<file path="src/rtl/core/assert_macros.svh">
// Assertion macros for RTL files that check their own logic.
`ifndef ASSERT_MACROS_SVH
`define ASSERT_MACROS_SVH
`ifndef SYNTHESIS
// Check that a property holds on every clock edge outside reset.
`define BOW_ASSERT(label, clk, rst_n, prop) \
    label: assert property (@(posedge clk) disable iff (!rst_n) (prop)) \
        else $error("bow friction assertion failed");
// Check that a condition never holds on a clock edge outside reset.
`define BOW_NEVER(label, clk, rst_n, cond) \
    label: assert property (@(posedge clk) disable iff (!rst_n) !(cond)) \
        else $error("bow friction forbidden condition seen");
`else
`define BOW_ASSERT(label, clk, rst_n, prop)
`define BOW_NEVER(label, clk, rst_n, cond)
`endif
`endif

</file>
<file path="src/rtl/core/bow_ssf_pkg.sv">
// Shared constants and controller/datapath interface types of the bow friction block.
package bow_ssf_pkg;

    localparam int FRAC_BITS = 16;
    localparam int WORD_W    = 32;
    localparam int DF_W      = 31;
    localparam int QUO_W     = DF_W;
    localparam int NUM_W     = DF_W + FRAC_BITS;
    localparam int DEN_W     = WORD_W + 1;
    localparam int REM_W     = DEN_W;
    localparam int CNT_W     = $clog2(QUO_W);
    localparam int CFG_IDX_W = 2;

    localparam logic [DEN_W-1:0] FIX_ONE = DEN_W'(1) << FRAC_BITS;
    localparam logic [WORD_W-1:0] S32_MAX = {1'b0, {(WORD_W-1){1'b1}}};
    localparam logic [WORD_W-1:0] S32_MIN = {1'b1, {(WORD_W-1){1'b0}}};

    localparam logic [CFG_IDX_W-1:0] REG_BOW_ENABLE     = 2'd0;
    localparam logic [CFG_IDX_W-1:0] REG_BOW_VELOCITY   = 2'd1;
    localparam logic [CFG_IDX_W-1:0] REG_DOWNWARD_FORCE = 2'd2;

    typedef struct packed {
        logic load_in;
        logic step;
        logic eval;
        logic div_step;
        logic div_last;
        logic out_load;
    } bow_ssf_cmd_t;

    typedef struct packed {
        logic enable;
        logic slip;
        logic pv_neg;
    } bow_ssf_status_t;

endpackage

</file>
<file path="src/rtl/core/bow_ssf_ctrl.sv">
// Sequencer of the bow friction block: handshakes and divider step count.
module bow_ssf_ctrl
    import bow_ssf_pkg::*;
(
    input  logic            clk,
    input  logic            rst_n,
    input  logic            in_valid,
    output logic            in_stall,
    output logic            out_valid,
    input  logic            out_stall,
    input  bow_ssf_status_t status,
    output bow_ssf_cmd_t    cmd
);

    localparam logic [2:0] ST_IDLE = 3'd0;
    localparam logic [2:0] ST_STEP = 3'd1;
    localparam logic [2:0] ST_EVAL = 3'd2;
    localparam logic [2:0] ST_DIV  = 3'd3;
    localparam logic [2:0] ST_FIN  = 3'd4;

    logic [2:0]       state_reg, state_next;
    logic [CNT_W-1:0] count_reg, count_next;
    logic             out_valid_reg, out_valid_next;

    assign in_stall  = (state_reg != ST_IDLE);
    assign out_valid = out_valid_reg;

    always_comb
    begin
        state_next = state_reg;
        count_next = count_reg;
        cmd        = '0;
        unique case (state_reg)
            ST_IDLE:
            begin
                // a word taken while disabled is dropped here
                if (in_valid && status.enable)
                begin
                    cmd.load_in = 1'b1;
                    state_next  = ST_STEP;
                end
            end
            ST_STEP:
            begin
                cmd.step   = 1'b1;
                state_next = ST_EVAL;
            end
            ST_EVAL:
            begin
                cmd.eval   = 1'b1;
                count_next = '0;
                state_next = (status.slip && status.pv_neg) ? ST_DIV : ST_FIN;
            end
            ST_DIV:
            begin
                cmd.div_step = 1'b1;
                count_next   = count_reg + CNT_W'(1);
                if (count_reg == CNT_W'(QUO_W - 1))
                begin
                    cmd.div_last = 1'b1;
                    state_next   = ST_FIN;
                end
            end
            ST_FIN:
            begin
                if (!out_valid_reg || !out_stall)
                begin
                    cmd.out_load = 1'b1;
                    state_next   = ST_IDLE;
                end
            end
            default:
            begin
                state_next = ST_IDLE;
            end
        endcase
    end

    always_comb
    begin
        if (cmd.out_load)
            out_valid_next = 1'b1;
        else if (!out_stall)
            out_valid_next = 1'b0;
        else
            out_valid_next = out_valid_reg;
    end

    always_ff @(posedge clk or negedge rst_n)
    begin
        if (!rst_n)
        begin
            state_reg     <= ST_IDLE;
            count_reg     <= '0;
            out_valid_reg <= 1'b0;
        end
        else
        begin
            state_reg     <= state_next;
            count_reg     <= count_next;
            out_valid_reg <= out_valid_next;
        end
    end

endmodule

</file>
<file path="src/rtl/core/bow_ssf_dp.sv">
// Datapath of the bow friction block: settings, bow state, spring path and serial divider.
module bow_ssf_dp
    import bow_ssf_pkg::*;
(
    input  logic                  clk,
    input  logic                  rst_n,
    input  bow_ssf_cmd_t          cmd,
    output bow_ssf_status_t       status,
    input  logic                  cfg_write,
    input  logic [CFG_IDX_W-1:0]  cfg_index,
    input  logic [WORD_W-1:0]     cfg_data,
    input  logic signed [WORD_W-1:0] point_velocity,
    input  logic signed [WORD_W-1:0] point_position,
    output logic signed [WORD_W-1:0] friction_force,
    output logic                  slipping
);

    logic              en_reg;
    logic [WORD_W-1:0] bv_reg;
    logic [DF_W-1:0]   df_reg;

    logic              slip_reg, slip_next;
    logic [WORD_W-1:0] bp_reg, bp_next;
    logic [WORD_W-1:0] force_reg, force_next;

    logic [WORD_W-1:0] pv_reg, pp_reg;
    logic [WORD_W-1:0] mag_reg;
    logic [DEN_W-1:0]  den_reg, den_next;
    logic [REM_W-1:0]  rem_reg, rem_next;
    logic [QUO_W-1:0]  quo_reg, quo_next;
    logic [WORD_W-1:0] ff_reg;
    logic              sl_reg;

    logic [WORD_W:0]   bp_sum, stick, rel_pos, rel_neg, trial_sub;
    logic [WORD_W-1:0] bp_sat, stick_sat;
    logic              stick_gt;
    logic [NUM_W-1:0]  num;
    logic [REM_W:0]    trial;

    // settings
    always_ff @(posedge clk or negedge rst_n)
    begin
        if (!rst_n)
        begin
            en_reg <= 1'b0;
            bv_reg <= '0;
            df_reg <= DF_W'(FIX_ONE);
        end
        else if (cfg_write)
        begin
            unique case (cfg_index)
                REG_BOW_ENABLE:     en_reg <= cfg_data[0];
                REG_BOW_VELOCITY:   bv_reg <= cfg_data;
                REG_DOWNWARD_FORCE: df_reg <= cfg_data[DF_W-1:0];
                default:            ;
            endcase
        end
    end

    // saturating bow advance and relative velocity magnitude
    assign bp_sum  = {bp_reg[WORD_W-1], bp_reg} + {bv_reg[WORD_W-1], bv_reg};
    assign bp_sat  = (bp_sum[WORD_W] != bp_sum[WORD_W-1])
                   ? (bp_sum[WORD_W] ? S32_MIN : S32_MAX) : bp_sum[WORD_W-1:0];
    assign rel_pos = {bv_reg[WORD_W-1], bv_reg} - {pv_reg[WORD_W-1], pv_reg};
    assign rel_neg = {pv_reg[WORD_W-1], pv_reg} - {bv_reg[WORD_W-1], bv_reg};

    // spring force and static limit; it never exceeds the limit when stored
    assign stick     = {bp_reg[WORD_W-1], bp_reg} - {pp_reg[WORD_W-1], pp_reg};
    assign stick_gt  = $signed(stick) > $signed({2'b00, df_reg});
    assign stick_sat = (stick[WORD_W] && !stick[WORD_W-1]) ? S32_MIN : stick[WORD_W-1:0];

    assign num = {df_reg, {FRAC_BITS{1'b0}}};

    // one restoring step: shift in the next dividend bit, subtract if it fits
    assign trial     = {rem_reg, quo_reg[QUO_W-1]};
    assign trial_sub = trial[REM_W-1:0] - den_reg;

    always_comb
    begin
        slip_next  = slip_reg;
        bp_next    = bp_reg;
        force_next = force_reg;
        den_next   = den_reg;
        rem_next   = rem_reg;
        quo_next   = quo_reg;
        if (cmd.step)
            bp_next = bp_sat;
        if (cmd.eval)
        begin
            if (!slip_reg)
            begin
                if (stick_gt)
                    slip_next = 1'b1;
                else
                    force_next = stick_sat;
            end
            else if (!pv_reg[WORD_W-1])
            begin
                slip_next = 1'b0;
                bp_next   = pp_reg;
            end
            else
            begin
                den_next = FIX_ONE + {1'b0, mag_reg};
                rem_next = REM_W'(num[NUM_W-1:QUO_W]);
                quo_next = num[QUO_W-1:0];
            end
        end
        if (cmd.div_step)
        begin
            if (trial >= {1'b0, den_reg})
            begin
                rem_next = trial_sub[REM_W-1:0];
                quo_next = {quo_reg[QUO_W-2:0], 1'b1};
            end
            else
            begin
                rem_next = trial[REM_W-1:0];
                quo_next = {quo_reg[QUO_W-2:0], 1'b0};
            end
            if (cmd.div_last)
                force_next = {1'b0, quo_next};
        end
    end

    always_ff @(posedge clk or negedge rst_n)
    begin
        if (!rst_n)
        begin
            slip_reg  <= 1'b0;
            bp_reg    <= '0;
            force_reg <= '0;
        end
        else
        begin
            slip_reg  <= slip_next;
            bp_reg    <= bp_next;
            force_reg <= force_next;
        end
    end

    always_ff @(posedge clk)
    begin
        den_reg <= den_next;
        rem_reg <= rem_next;
        quo_reg <= quo_next;
        if (cmd.load_in)
        begin
            pv_reg <= point_velocity;
            pp_reg <= point_position;
        end
        if (cmd.step)
            mag_reg <= rel_pos[WORD_W] ? rel_neg[WORD_W-1:0] : rel_pos[WORD_W-1:0];
        if (cmd.out_load)
        begin
            ff_reg <= force_reg;
            sl_reg <= slip_reg;
        end
    end

    assign status.enable  = en_reg;
    assign status.slip    = slip_reg;
    assign status.pv_neg  = pv_reg[WORD_W-1];
    assign friction_force = ff_reg;
    assign slipping       = sl_reg;

endmodule

</file>
<file path="src/rtl/core/bow_stick_slip_friction.sv">
// Sequence per word: accept, advance the bow, evaluate the mode, run the divider only in kinetic
// slip, then load the output register once a stalled word has left it; no new word is taken
// until then. The one-quotient-bit-per-cycle restoring divider (31 steps) gives the slip force.
// A word taken while bow_enable is 0 is dropped and gives no result.
// Reset (rst_n low, asynchronous): stick mode, bow point and force zero, bow disabled,
// bow velocity zero, downward force 1.0; output register empty.
module bow_stick_slip_friction
    import bow_ssf_pkg::*;
(
    input  logic                     clk,
    input  logic                     rst_n,
    input  logic                     cfg_write,
    input  logic [CFG_IDX_W-1:0]     cfg_index,
    input  logic [WORD_W-1:0]        cfg_data,
    input  logic                     in_valid,
    output logic                     in_stall,
    input  logic signed [WORD_W-1:0] point_velocity,
    input  logic signed [WORD_W-1:0] point_position,
    output logic                     out_valid,
    input  logic                     out_stall,
    output logic signed [WORD_W-1:0] friction_force,
    output logic                     slipping
);

`include "assert_macros.svh"

    bow_ssf_cmd_t    cmd;
    bow_ssf_status_t status;

    // Sequencer: take a word, advance the bow, evaluate the mode, run the divider when the bow
    // slides with a negative point velocity, then hand the word to the output register.
    bow_ssf_ctrl u_ctrl
    (
        .clk       (clk),
        .rst_n     (rst_n),
        .in_valid  (in_valid),
        .in_stall  (in_stall),
        .out_valid (out_valid),
        .out_stall (out_stall),
        .status    (status),
        .cmd       (cmd)
    );

    // Datapath: settings, bow point, mode, force, divider and output register.
    bow_ssf_dp u_dp
    (
        .clk            (clk),
        .rst_n          (rst_n),
        .cmd            (cmd),
        .status         (status),
        .cfg_write      (cfg_write),
        .cfg_index      (cfg_index),
        .cfg_data       (cfg_data),
        .point_velocity (point_velocity),
        .point_position (point_position),
        .friction_force (friction_force),
        .slipping       (slipping)
    );

    // Only one phase of the sequence acts in a cycle.
    `BOW_ASSERT(a_one_phase, clk, rst_n, $onehot0({cmd.load_in, cmd.step, cmd.eval, cmd.div_step, cmd.out_load}))
    // An accepted word while enabled advances the bow in the next cycle.
    `BOW_ASSERT(a_step_follows, clk, rst_n, (in_valid && !in_stall && status.enable) |=> cmd.step)
    // The final divider step is a divider step.
    `BOW_NEVER(a_last_is_step, clk, rst_n, cmd.div_last && !cmd.div_step)
    // Loading the output register presents a word next cycle.
    `BOW_ASSERT(a_out_shown, clk, rst_n, cmd.out_load |=> out_valid)

endmodule

</file>
<file path="config.mk">
export PLATFORM = sky130hd
export DESIGN_NAME = bow_stick_slip_friction
export DESIGN_NICKNAME = d
export VERILOG_FILES = /design/src/rtl/core/bow_ssf_pkg.sv /design/src/rtl/core/bow_ssf_ctrl.sv /design/src/rtl/core/bow_ssf_dp.sv /design/src/rtl/core/bow_stick_slip_friction.sv
export VERILOG_INCLUDE_DIRS = /design/src /design/src/rtl/core
export SDC_FILE = /design/constraint.sdc
export NUM_CORES = 1
export LEC_CHECK = 0
export ABC_AREA = 1
export BUFFER_PORTS_ARGS = -buffer_cell sky130_fd_sc_hd__clkbuf_2
export CAP_MARGIN = 15
export CELL_PAD_IN_SITES_DETAIL_PLACEMENT = 2
export CELL_PAD_IN_SITES_GLOBAL_PLACEMENT = 2
export CORE_UTILIZATION = 39
export CTS_BUF_LIST = sky130_fd_sc_hd__clkbuf_4 sky130_fd_sc_hd__clkbuf_8
export DETAILED_ROUTE_END_ITERATION = 7
export HOLD_SLACK_MARGIN = 0.05
export PLACE_DENSITY = 0.8
export SYNTH_ARGS = -nofsm -noshare
export SYNTH_HDL_FRONTEND = slang
export SYNTH_SLANG_ARGS = --single-unit
</file>
<file path="constraint.sdc">
create_clock -name clk -period 6.15 [get_ports clk]
set_input_delay 0.9225 -clock clk [delete_from_list [all_inputs] [get_ports clk]]
set_output_delay 0.9225 -clock clk [all_outputs]
set_load 0.05 [all_outputs]
</file>
== Yosys cells after proc, flatten, opt, wreduce, memory -nomap -nowiden ==
Cells that the tools add are included.
Widths: inputs -> output; s select.
Word-level totals
  bits in registers: 364
  logic and storage cells: 100
  output and inout bits: 35
Operators by class
  muxes and demuxes: 42
  order comparisons: 2
  reductions and logical operators: 20
  $add $sub $neg: 7
  equal/unequal tests: 12
Operators by type and width (number)
  $mux 32: 13
  $mux 33: 5
  $mux 31: 4
  $sub 32x32->33: 2
  $ge 34x33->1: 1
  $add 17x32->33 const A: 1
  $add 32x32->33: 1
  $gt 33x32->1: 1
  $sub 33x33->33: 1
  $sub 32x32->32: 1
  $pmux 3 s5: 1
  $mux 1: 13
  $mux 3: 4
  $pmux 5 s2: 1
  $reduce_and 3->1: 3
  $ne 2x1->1 const B: 4
  $reduce_bool 2->1: 4
  $eq 3x2->1 const B: 2
  $reduce_and 2->1: 3
  $add 5x1->5 const B: 1
  $eq 5x5->1 const B: 1
  $eq 3x1->1 const B: 1
  $eq 3x3->1 const B: 1
  $logic_and 1x1->1: 3
  other kinds (9): 11

== Logic depth before layout (Yosys ltp) ==
Gate-level depths: netlist of run 1.
  word-level depth: 9
  depth in mapped cells: 34
  depth with buffers taken out: 33

== Modules after synthesis ==
Synthesis of run 1 repeated with hierarchy kept, for this count alone.
Second synthesis, totals
  cells, all modules: 2953
  area total of the unflattened synthesis: 24091.9 µm²
Modules (own cells, without submodules)
  bow_ssf_dp: sequential area each 10015.9 µm², area each 23600.1 µm², cells each 2886, instances 1
  bow_ssf_ctrl: sequential area each 225.2 µm², area each 491.7 µm², cells each 67, instances 1

== Worst setup path before layout of run 1 ==
OpenSTA, ideal clock, no wires.
  path kind: reg-to-reg
  from: reg u_ctrl.state_reg[2]
  to: reg u_dp.quo_reg[0], enable pin
  arrival: 4.149 ns
  data required time: 5.726 ns
  slack: 1.578 ns
  stages on the path, launching flop included: 9
  setup time: 0.424 ns
  clock period less this slack: 4.572 ns
  path through: dfrtp_1 > nor2_1 > inv_1 > nor2_1 > inv_1 > clkbuf_1 > nor2_1 > inv_1 > nand2_1
On the way
  cells in the longest elaborated chain, start to end: 4
  elaborated cells on any way between the ends: 8
  classes of those cells: 2 x eq/ne; 2 x mux; 4 x reduce/logical
RTL lines
  start: declaration: line bow_ssf_ctrl.sv:21  | logic [2:0] state_reg, state_next;
  start signal: assignment: line bow_ssf_ctrl.sv:99  | state_reg <= state_next;
  $eq 3x2->1: line bow_ssf_ctrl.sv:33  | unique case (state_reg)
  $mux 2 / $mux 1 (equally long branches): line bow_ssf_ctrl.sv:33
  $reduce_bool 2->1 (no source line)
  $reduce_and 3->1 (no source line) (*)
  end signal: assignment: line bow_ssf_dp.sv:146  | quo_reg <= quo_next;
  end: declaration: line bow_ssf_dp.sv:30  | logic [QUO_W-1:0] quo_reg, quo_next;
Every way passes the cells marked *; elsewhere a longest branch is shown, timed or not.
A chain may end at the register's enable or synchronous reset.

== Final worst setup path of run 1 ==
  from: reg u_dp.bp_reg[0]
  to: reg u_dp.force_reg[0]
On the way
  cells in the longest elaborated chain, start to end: 9
  elaborated cells on any way between the ends: 10
  classes of those cells: 1 x add/sub; 1 x order compare; 6 x mux; 2 x reduce/logical
RTL lines
  start: declaration: line bow_ssf_dp.sv:23  | logic [WORD_W-1:0] bp_reg, bp_next;
  start signal: assignment: line bow_ssf_dp.sv:137  | bp_reg <= bp_next;
  $sub 32x32->33 (*): line bow_ssf_dp.sv:68  | assign stick = {bp_reg[WORD_W-1], bp_reg} - {pp_reg[WORD_W-1], pp_reg};
  parallel branches: the longest is 3 deep, another holds $gt 33x32->1
  $mux 32 (*): line bow_ssf_dp.sv:92  | if (stick_gt)
  $mux 32 (*): line bow_ssf_dp.sv:90  | if (!slip_reg)
  $mux 32 (*): line bow_ssf_dp.sv:88  | if (cmd.eval)
  $mux 32: line bow_ssf_dp.sv:121  | if (cmd.div_last)
  $mux 32 (*): line bow_ssf_dp.sv:109  | if (cmd.div_step)
  via u_dp.force_next[0]: line bow_ssf_dp.sv:24  | logic [WORD_W-1:0] force_reg, force_next;
  end signal: assignment: line bow_ssf_dp.sv:138  | force_reg <= force_next;
  end: declaration: line bow_ssf_dp.sv:24
Mark *: on every way through the listed nets, which the timed path passes.

==> out/results.tsv, run 1 <==
metric	value	unit
synth_top_area_frac	0.2826	
critPathMaxFanout	24	
hold_ws	0.1284	ns
n_fill_cell	6914	
wl_met1	43870	um
leakagePower	12.71	nW
grt_pass1_vias	24320	
critical_path_required	6.71	ns
antenna_found_initial	5	
grt_overflow	0	
cts_setup_buffers	0	
port-buffer-count	137	
setup_viol	0	
routedWlPerCell	24.46	um
final_cells	3949	
cts.sinks	364	
timing.rr.start	u_dp.bp_reg[0]	
endpoint_kind	register	
grt_pass1_wl	147400	um
drive_gt1_frac	0.09981	
hold_viol	0	
drv_cap	0	
worst_setup_path_start_kind	register	
pwr-share-seq	0.289	
pin_count	138	
status	finished clean	
die_area	0.06258	sq mm
clkPwrFrac	0.202	
critPathKind	register to register	
internal_power	6.933	mW
wl_met2	46250	um
wl_met3	3782	um
slew_headroom	0.2393	
hp-class	input port to async pin	
slowest_stage	nand3_2	
ir_drop	233.3	uV
finalCriticalPeriod	5.045	ns
ctsResizeCount	0	
syn-cell-area	0.02402	sq mm
post-route-period-util	0.8203	
yosys-top-cells-count	583 x nand2_1, 411 x inv_1, 341 x nor2_1	
rsz0062_at_grt	no	
final_nets	3412	
syn_area_per_cell	8.128	sq um
htreeDepth	3	
cpMostUsedCell	nand2_1	
die_y	250.2	um
drt-total-wl	96600	um
syn_to_final_growth	12.82	%
fp.dieW	250.2	um
synth_cell_types	56	
synth_largest_area_cell	edfxtp_1	
synth-edff-count	226	
synth-seq-cells	364	
vias	21930	
drc	0	
drt_pass1_iterations	5	
hold_buffers	0	
avgViaCountPerCell	5.553	
power.net_switching	6.518	mW
powerDensity	496.4	mW/mm^2
ys_warn_count	0	
grt_max_degree	77	
worst_pin_slew	1.140	ns
synth_ff_type	edfxtp_1	
ys_seq_area_frac	0.4264	
max_stage_delay	0.50	ns
rows	90	
cts_buffers	69	
combPwrFrac	0.509	
synth-async-reset-ratio	0.3791	
slew_violations	0	
gp_congestion	0.9125	
cts_tree	done	
hpwl	76290	um
synth.most_common_cell	nand2_1	
synth_area_leaders	edfxtp_1 28%, dfrtp_1 14%, ha_1 10%	
syn_nets	3257	
clk_latency	0.70	ns
reg2reg_to	u_dp.force_reg[0]	
cts-root-buf	clkbuf_8	
drt_iter0_markers	1179	
switching_share	0.4846	
post-place-cells	3821	
routed.top_layer	met4	
ant_nets	0	
grt.total_usage	0.3108	
r2r_slack	1.10	ns
initial_core_util	0.3964	
clk_pin_slew_worst_paths	0.07	ns
fmax	198.2	MHz
crit_arrival	5.61	ns
core_area	0.06058	sq mm
cts_buffer_depth	3	
synth_cells	2955	
clock_skew	0.03908	ns
tns	0	ns
worst-r2r-cell-count	29	
## how the worst max path moves through the flow
| stage | cells past startpoint | end | slack (ns) | from |
|---|---|---|---|---|
| 2_1_floorplan | 8 | u_dp.quo_reg[0] | 1.58 | u_ctrl.state_reg[2] |
| 3_3_place_gp | 29 | u_dp.force_reg[17] | 1.56 | u_dp.bp_reg[0] |
| 3_5_place_dp | 29 | u_dp.force_reg[0] | 1.29 | u_dp.bp_reg[0] |
| 4_1_cts | 29 | u_dp.force_reg[0] | 1.17 | u_dp.bp_reg[0] |
| 5_1_grt | 29 | u_dp.force_reg[28] | 0.67 | u_dp.bp_reg[0] |
| 6_report | 29 | u_dp.force_reg[0] | 1.10 | u_dp.bp_reg[0] |
## stage by stage
stage                     setup WS, ns  cell area (sq um)  utilization  total power, mW
after floorplan                  1.578              24020            -            8.203
after global placement           1.559              25550       0.4217            10.22
after detailed placement         1.291              25550       0.4217            10.65
after CTS                        1.169              27090       0.4472            13.47
after global routing            0.6745              27100       0.4473            14.30
final                            1.105              27100       0.4473            13.45
## cell usage in the layout, fill, tap and decap left out, drive strengths merged, types with 16 or more instances in the layout
cell,n
buf,17
xor2,90
xnor2,40
inv,419
clkbuf,243
a21o,20
nand4,34
nand3,74
nor3,23
o21bai,25
a31oi,16
edfxtp,226
nand2,594
o21ai,239
ha,194
dfrtp,137
nor2,343
a21oi,324
## layer usage
layer | global-route usage | vias up
met1 | 0.4138 | 11180
li1 | - | 10170
met3 | 0.04302 | 130
met4 | 0.08922 | 0
met2 | 0.5250 | 449
met5 | 0 | -
## kinds of logic after synthesis
| logic type | Yosys count | share of synthesized area |
|---|---|---|
| mux | 2 | 0.0008856 |
| buf+inv | 485 | 0.07903 |
| simple gates | 1083 | 0.1824 |
| xor+xnor | 130 | 0.04741 |
| flops | 364 | 0.4264 |
| fa+ha+maj | 199 | 0.1052 |
| compound gates | 692 | 0.1587 |
## critical path, delay by kind of cell, from the launching register on
family,cells,cell delay (ns)
AO/OA/AOI/OAI,3,0.53
XOR/XNOR,1,0.28
adder cells (fa/ha/maj),3,0.86
buffers and inverters,3,0.23
flip-flops,1,0.41
AND/OR/NAND/NOR,19,2.62
## power groups by stage
stage | combinational [mW] | clock, mW | sequential [mW]
after floorplan | 4.38 | 0 | 3.82
after global placement | 6.36 | 0 | 3.86
after detailed placement | 6.73 | 0 | 3.92
after CTS | 6.81 | 2.77 | 3.88
after global routing | 7.52 | 2.86 | 3.93
final | 6.85 | 2.72 | 3.89
## final cells by class
| class | count | area [sq um] | area share |
|---|---|---|---|
| Sequential cell | 364 | 10240 | 0.3779 |
| Tap cell | 782 | 978.4 | 0.03611 |
| Inverter | 416 | 1562 | 0.05763 |
| Antenna cell | 1 | 2.502 | 0.00009235 |
| Timing Repair Buffer | 153 | 824.5 | 0.03043 |
| Multi-Input combinational cell | 2106 | 11940 | 0.4406 |
| Clock inverter | 20 | 232.7 | 0.008588 |
| Clock buffer | 107 | 1316 | 0.04858 |
(Power assumes the default switching activity.)
==> inputs of run 2 (changes only) <==
--- a/config.mk
+++ b/config.mk
@@ -11,11 +11,11 @@
 export CAP_MARGIN = 15
 export CELL_PAD_IN_SITES_DETAIL_PLACEMENT = 2
 export CELL_PAD_IN_SITES_GLOBAL_PLACEMENT = 2
-export CORE_UTILIZATION = 39
+export CORE_UTILIZATION = 35
 export CTS_BUF_LIST = sky130_fd_sc_hd__clkbuf_4 sky130_fd_sc_hd__clkbuf_8
 export DETAILED_ROUTE_END_ITERATION = 7
 export HOLD_SLACK_MARGIN = 0.05
-export PLACE_DENSITY = 0.8
+export PLACE_DENSITY = 0.76
 export SYNTH_ARGS = -nofsm -noshare
 export SYNTH_HDL_FRONTEND = slang
 export SYNTH_SLANG_ARGS = --single-unit
==> constraint.sdc (replaced) <==
create_clock -name clk -period 4.06 [get_ports clk]
set_input_delay 0.609 -clock clk [delete_from_list [all_inputs] [get_ports clk]]
set_output_delay 0.609 -clock clk [all_outputs]
set_load 0.05 [all_outputs]
==> run 2 against run 1 <==
Compared with the run above: the run now ends with setup timing left; power increased by 69%; clock-buffer cell count grew 3; sequential share of layout area down 2.6 points; critical path depth rose by 5; register-to-register slack got worse by 1.3 ns; sequential power increased by 51%; cell area is 7.4% higher; clock skew rose by 0.00082 ns; non-clock buffer count grew 153; critical path type unchanged.
==> out/results.tsv, run 2 (synthesis gave the netlist of run 1 again) <==
metric	value	unit
status	finished, violations left	
violations	setup timing	
place_ws	-0.3418	ns
layout_common_cells	564 x nand2_1, 401 x inv_1, 330 x nor2_1	
r2r_slack	-0.15	ns
path_buf_inv	5	
rsz0062_at_grt	yes	
core_area	0.06751	sq mm
cts.sinks	364	
hpwl	77980	um
post-route-period-util	1.036	
cpLargestDelayFamily	simple AND/OR/NAND/NOR gates	
pwr-share-seq	0.259	
final_cells	4205	
clk_pin_slew_worst_paths	0.06	ns
cpMostUsedCell	nand2_1	
crit_arrival	4.84	ns
clk_latency	0.70	ns
grt_max_degree	89	
leakagePower	13.62	nW
hold_viol	0	
cts-root-buf	clkbuf_8	
initial_core_util	0.3557	
slew_headroom	0.3600	
slew_violations	0	
whs_endpoint	u_dp.pv_reg[31]	
worst_setup_path_start_kind	register	
worst_pin_slew	0.9600	ns
syn_to_final_growth	21.14	%
rows	95	
post-place-cells	4016	
drt-total-wl	101500	um
drv_cap	0	
critPathMaxFanout	4	
tns	-2.979	ns
critical_path_required	4.69	ns
fmax	237.7	MHz
grt.total_usage	0.2881	
timing.rr.start	u_dp.bp_reg[0]	
gp_congestion	0.8921	
ant_nets	0	
max_stage_delay	0.40	ns
fp.dieW	264.0	um
drt_iter0_markers	1354	
reg2reg_to	u_dp.force_reg[11]	
combPwrFrac	0.551	
setup_viol	33	
slowest_stage	fa_2	
avgViaCountPerCell	5.341	
switching_share	0.4722	
drive_gt1_frac	0.1609	
cts_buffers	74	
clock_skew	0.03990	ns
cts_tree	done	
die_y	264.0	um
hp-class	input port to register	
endpoint_kind	register	
final_common_cell	nand2_1	
port-buffer-count	137	
internal_power	12.00	mW
drt_pass1_iterations	6	
finalCriticalPeriod	4.207	ns
worstHoldStart	point_velocity[31]	
die_area	0.06967	sq mm
pin_count	138	
routedWlPerCell	24.13	um
powerDensity	781.7	mW/mm^2
final_nets	3571	
grt_pass1_wl	151900	um
vias	22460	
hold_depth	1	
clkPwrFrac	0.190	
n_fill_cell	7635	
drc	0	
htreeDepth	3	
grt_overflow	0	
ir_drop	315.8	uV
worst-r2r-cell-count	34	
antenna_found_initial	9	
critPathKind	register to register	
power.net_switching	10.74	mW
final.setup.worst_slack	-0.1468	ns
cts_buffer_depth	3	
grt_pass1_vias	24890	
[run 2: cell count changes in the layout (fill, tap and decap cells not counted), moves of 11 or more]
cell / delta
ha_1: -11
buf_4: +112
dlygate4sd3_1: +29
nand2_2: +15
nand2_1: -18
a21oi_2: +18
a21oi_1: -18
[run 2: power by group through the flow]
stage / Clock [mW] / Sequential, mW / Combinational (mW)
after CTS: 4.43 / 5.87 / 12.1
after global routing: 4.57 / 5.95 / 13.6
after detailed placement: 0 / 5.90 / 11.3
after floorplan: 0 / 5.79 / 6.64
final: 4.32 / 5.89 / 12.5
after global placement: 0 / 5.82 / 10.7
[run 2: worst max path at each step]
stage                              from                  to  depth (start not counted)
finish                   u_dp.bp_reg[0]  u_dp.force_reg[11]                         34
global route             u_dp.bp_reg[0]  u_dp.force_reg[11]                         34
CTS                      u_dp.bp_reg[0]  u_dp.force_reg[30]                         33
detailed placement      u_dp.pp_reg[10]  u_dp.force_reg[22]                         28
global placement        u_dp.pp_reg[10]  u_dp.force_reg[17]                         28
floorplan           u_ctrl.state_reg[2]     u_dp.quo_reg[0]                          8
[run 2: worst register-to-register path, delay by kind of cell (launching register included)]
family | cells | cell delay, ns
simple gates | 22 | 1.83
compound gates | 3 | 0.44
buf+inv | 5 | 0.48
xor+xnor | 1 | 0.20
fa+ha+maj | 3 | 0.86
flops | 1 | 0.38
[run 2: layer usage]
metal  up-vias  GRT usage  share of wire
met3       182    0.04996          0.046
li1      10490          -              -
met5         -          0        0.00033
met4         4     0.1111          0.041
met1     11290     0.3663           0.44
met2       487     0.4859           0.47
[run 2: repair_timing]
action                                 4_1_cts  5_1_grt
setup endpoints to repair                   33       33
gates cloned                                 2        0
setup buffers                               18        1
hold buffers                                29        0
pin swaps                                   17       25
endpoints found under the hold margin       64        0
resized for setup                           69       39
[run 2: per-stage QoR]
step | cell area, sq um | utilization | hold slack (ns) | power, mW
global placement | 26520 | 0.3929 | 0.4047 | 16.57
finish | 29100 | 0.4309 | 0.1001 | 22.74
floorplan | 24030 | - | 0.3134 | 12.42
CTS | 28940 | 0.4287 | 0.05028 | 22.35
global route | 29100 | 0.4309 | 0.05203 | 24.11
detailed placement | 26520 | 0.3929 | 0.4070 | 17.18
[run 2: layout make-up]
cell class              instances  area, sq um  area share
diodes                          1        2.502  0.00008601
clock buffers                 110         1339     0.04601
clock inverters                28        307.8     0.01058
inverters                     416         1569     0.05393
multi-input cells            2106        12370      0.4251
flip-flops and latches        364        10240      0.3520
well taps                     873         1092     0.03754
repair buffers                306         2168     0.07452
repair inverters                1        6.256   0.0002150
